<file path="src/sv/ffvc_pkg.sv">
// Shared types and constants for the first-fit value clusterer.
package ffvc_pkg;

    localparam int GROUP_COUNT = 32;
    localparam int VALUE_BITS  = 32;
    localparam int COUNT_BITS  = 16;
    localparam int SUM_BITS    = 48;
    localparam int IDX_BITS    = 5;

    localparam logic [COUNT_BITS-1:0] COUNT_MAX = '1;
    localparam logic [SUM_BITS-1:0]   SUM_MAX   = '1;

    // One item moving down the chain of group cells.
    typedef struct packed {
        logic                  valid;
        logic                  placed;
        logic [VALUE_BITS-1:0] value;
        logic [IDX_BITS-1:0]   idx;
        logic [COUNT_BITS-1:0] count;
        logic [VALUE_BITS-1:0] min_val;
        logic [VALUE_BITS-1:0] max_val;
        logic [SUM_BITS-1:0]   sum;
    } token_t;

endpackage

</file>
<file path="src/sv/ffvc_cell.sv">
// One group cell: holds a group's statistics and claims a passing item that fits.
module ffvc_cell
    import ffvc_pkg::*;
(
    input  logic                aclk,
    input  logic                aresetn,
    input  logic                advance,
    input  logic [IDX_BITS-1:0] cell_idx,
    input  token_t              tok_in,
    output token_t              tok_out
);

    logic [COUNT_BITS-1:0] count_reg, count_next;
    logic [VALUE_BITS-1:0] min_reg, min_next;
    logic [VALUE_BITS-1:0] max_reg, max_next;
    logic [SUM_BITS-1:0]   sum_reg, sum_next;
    logic                  valid_reg;
    token_t                tok_reg, tok_next;

    logic [VALUE_BITS-1:0] t;
    logic [VALUE_BITS-1:0] diff_lo, diff_hi;
    logic [VALUE_BITS+1:0] triple_lo, triple_hi;
    logic [SUM_BITS:0]     sum_wide;
    logic                  fit_lo, fit_hi, fits, hit;

    always_comb begin
        t         = tok_in.value;
        diff_lo   = t - min_reg;
        diff_hi   = max_reg - t;
        triple_lo = {1'b0, diff_lo, 1'b0} + {2'b00, diff_lo};
        triple_hi = {1'b0, diff_hi, 1'b0} + {2'b00, diff_hi};
        fit_lo    = (min_reg <= t) && (triple_lo < {2'b00, min_reg});
        fit_hi    = (t <= max_reg) && (triple_hi < {2'b00, t});
        fits      = (count_reg == '0) || fit_lo || fit_hi;
        hit       = tok_in.valid && !tok_in.placed && fits;

        count_next = (count_reg == COUNT_MAX) ? count_reg : count_reg + 1'b1;
        min_next   = (t < min_reg) ? t : min_reg;
        max_next   = (t > max_reg) ? t : max_reg;
        sum_wide   = {1'b0, sum_reg} + (SUM_BITS+1)'(t);
        sum_next   = sum_wide[SUM_BITS] ? SUM_MAX : sum_wide[SUM_BITS-1:0];

        tok_next = tok_in;
        if (hit) begin
            tok_next.placed  = 1'b1;
            tok_next.idx     = cell_idx;
            tok_next.count   = count_next;
            tok_next.min_val = min_next;
            tok_next.max_val = max_next;
            tok_next.sum     = sum_next;
        end
    end

    always_ff @(posedge aclk) begin
        if (!aresetn) begin
            count_reg <= '0;
            min_reg   <= '1;
            max_reg   <= '0;
            sum_reg   <= '0;
        end else if (advance && hit) begin
            count_reg <= count_next;
            min_reg   <= min_next;
            max_reg   <= max_next;
            sum_reg   <= sum_next;
        end
    end

    always_ff @(posedge aclk) begin
        if (!aresetn) begin
            valid_reg <= 1'b0;
        end else if (advance) begin
            valid_reg <= tok_in.valid;
        end
    end

    always_ff @(posedge aclk) begin
        if (advance) begin
            tok_reg <= tok_next;
        end
    end

    always_comb begin
        tok_out       = tok_reg;
        tok_out.valid = valid_reg;
    end

endmodule

</file>
<file path="config.mk">
export PLATFORM = sky130hd
export DESIGN_NAME = ffvc_cell
export DESIGN_NICKNAME = d
export VERILOG_FILES = /design/src/sv/ffvc_pkg.sv /design/src/sv/ffvc_cell.sv
export SDC_FILE = /design/constraint.sdc
export NUM_CORES = 1
export LEC_CHECK = 0
export BUFFER_PORTS_ARGS = -buffer_cell sky130_fd_sc_hd__buf_2
export CAP_MARGIN = 15
export CORE_MARGIN = 10
export CORE_UTILIZATION = 40
export CTS_BUF_LIST = sky130_fd_sc_hd__clkbuf_16
export DETAILED_ROUTE_END_ITERATION = 6
export SLEW_MARGIN = 20
export SYNTH_ARGS = -nofsm -noshare
export SYNTH_HDL_FRONTEND = slang
export SYNTH_SLANG_ARGS = --single-unit
export TNS_END_PERCENT = 20
</file>
<file path="constraint.sdc">
create_clock -name aclk -period 8 [get_ports aclk]
set_clock_uncertainty 0.15 [all_clocks]
set_input_delay 1.6 -clock aclk [delete_from_list [all_inputs] [get_ports aclk]]
set_output_delay 1.6 -clock aclk [all_outputs]
set_load 0.05 [all_outputs]
</file>
==> out/metrics.yaml <==
run_status:
  status: "finished, violations left"
  violations: "setup timing"
flow_run:
  cap_violations: 0
die:
  die_y_um: 256.9
  pin_count: 342
  design.core.area_um2: 55310
  rows: 86
  die-area_um2: 65990
  die_w_um: 256.9
  initial_utilization: 0.4058
cts:
  cts_tree: "built"
  numCtsBuffers: 37
  clkSlewWorstSetupHoldPaths_ps: 60
  h-tree-depth: 2
  ctsHoldBuffers: 0
  root_buffer: "clkbuf_16"
  clock_path_buffers: 3
  insertion_delay_ps: 580
  cts_sinks: 295
drt:
  avgViaCountPerCell: 5.709
  drc_errors: 0
  firstDrtPassIters: 7
  wl_um: 90030
  dr.first_iter.drc_count: 1682
  wl_per_cell_um: 22.45
  ant_nets: 0
  routed-via-count: 22900
global_routing:
  grt_pass1_vias: 22240
  grt-ovfl-total: 0
  track_usage: 0.2499
  grt_max_degree: 212
  grt_pass1_wl_um: 130900
  antenna_found_initial: 3
worst_setup_path:
  critPathLaunchType: "primary input"
  worstPathRequired_ps: 8120
  end_kind: "register"
  rr_worst_depth: 37
  r2r_end: "tok_out[59]"
  timing.rr.start: "min_reg[1]"
  r2r_slack_ps: 480
  path_delay_family: "compound AO/OA/AOI/OAI gates"
  worstSetupPathType: "in -> reg"
  crit_buf_inv: 9
  max_stage_delay_ps: 530
  cp_slowest_cell: "or4_1"
  path_max_fanout: 8
  crit_top_cell: "buf_4"
  worstPathArrival_ps: 8250
min_path:
  min-delay-start: "max_reg[24]"
  min_to: "max_reg[24]"
  min_path_cells: 2
  hp-class: "reg -> reg"
timing:
  timing.final.crit_share: 1.016
  hold_viol: 0
  rsz0062_at_grt: "true"
  setup_viol: 171
  worstMarginPinSlew_ps: 1120
  finalWorstSetupSlack_ps: -127.2
  timing.fmax_ghz: 0.1230
  maxSlewHeadroom: 0.2520
  drv_slew: 0
  layout_min_cycle_time_ps: 8127
power:
  p_leak_uw: 0.01429
  cellPowerDensity_nw_per_um2: 210.8
  ir_drop_uv: 135.3
yosys:
  synth.distinct_cells: 80
  syn_nets: 2903
  seq_area_frac_synth: 0.3371
  netlist_area_um2: 22450
  ys_warn_count: 0
  ys.flop_type: "edfxtp_1"
  ys_seq_elements: 295
  postSynthCellCount: 2495
  synth.avg_cell_area_um2: 8.996
  synth_edf_count: 166
  async_reset_ff_frac: 0
placed_design:
  placed_cell_area_um2: 28020
  dp_cells: 3878
  numPortBuffers: 341
  gp_congestion: 0.9500
  hpwl_um: 65620
cells_and_area:
  areaGrowthSynthToFinish_pct: 40.18
  final_common_cell: "buf_4"
  layout-drive-gt1-share: 0.3382
  nNetsFinal: 3640
  final_cell_mix: "buf_4, buf_2, a21oi_1, nand2_1, ha_1"
  largest_register_ffs: 166
  stdcell_count: 4010
  fin_util: 0.5689
  fin_area_um2: 31460
## cell usage after synthesis, types with 35 or more instances
master	count	area [um2]
ha_1	228	2853
a311oi_1	39	341.6
nand2_1	243	912.1
o21ai_0	87	435.4
xor2_1	47	411.6
nand3_1	46	230.2
nor2_1	104	390.4
dfxtp_1	129	2582
a21o_1	79	593.1
a21oi_1	324	1622
a41oi_1	74	648.1
clkbuf_1	87	326.6
a31oi_1	49	306.5
mux2i_1	68	680.7
edfxtp_1	166	4985
xnor2_1	114	998.5
inv_1	129	484.2
nor3_1	35	175.2
## report_power, final
group	internal (uW)	switching, uW	leakage (uW)
combinational	1390	1730	0.0110
clock	1010	735	0.000619
sequential	1720	43.7	0.00267
## how the worst max path moves through the flow
stage	endpoint	cells past startpoint	from	slack (ps)
5_1_grt	tok_out[120]	39	tok_in[140]	-440
2_1_floorplan	tok_out[112]	36	tok_in[134]	-30
6_report	tok_out[59]	39	tok_in[133]	-130
3_3_place_gp	sum_reg[43]	40	tok_in[134]	-1060
4_1_cts	count_reg[5]	37	tok_in[134]	-40
3_5_place_dp	sum_reg[42]	34	tok_in[134]	-1340
## through the flow
step | TNS, ps | hold slack (ps) | setup WS (ps) | power, uW
final | -9269 | 330.2 | -127.2 | 6631
after global routing | -90410 | 349.0 | -442.4 | 6993
after CTS | -501.0 | 332.6 | -41.66 | 6393
after detailed placement | -269230 | 325.3 | -1337 | 4540
after global placement | -205960 | 312.6 | -1063 | 4509
after floorplan | -1282 | 300.8 | -32.46 | 3493
## per-layer routing
metal / vias to the layer above / GRT usage / routed length [um]
met5: - / 0 / 18
li1: 10930 / - / -
met4: 2 / 0.08414 / 3402
met3: 149 / 0.03739 / 5642
met2: 814 / 0.4207 / 42450
met1: 11000 / 0.3221 / 38520
## worst register-to-register path: cells and delay by family, from the launching register on
kind / cells / cell delay (ps)
buffers and inverters: 7 / 1080
adders and majority gates: 3 / 840
AOI/OAI and AO/OA: 20 / 3350
DFF: 1 / 390
and+or+nand+nor: 5 / 1140
xor gates and xnor gates: 2 / 280
## cell type report
type                            instances  area [um2]
Sequential cell                       295        7567
Tap cell                              748       935.9
Clock buffer                           38       950.9
Clock inverter                         30       287.8
Inverter                              130       491.7
Timing Repair Buffer                  822        6191
Fill cell                            4969       23840
Multi-Input combinational cell       1946       15040
Antenna cell                            1       2.502
## cell families after synthesis
family / share of synthesized area
muxes: 0.04337
buffers and inverters: 0.04599
and+or+nand+nor: 0.1265
DFF: 0.3371
adders and majority gates: 0.1316
AOI/OAI and AO/OA: 0.2526
xor gates and xnor gates: 0.06282
## what timing repair did
action,CTS,global route
buffers inserted,11,26
gates resized for setup,84,177
gates cloned,5,20
setup endpoints to repair,262,262
pin swaps,39,81
No activity file was read; power rests on OpenSTA's default activity.
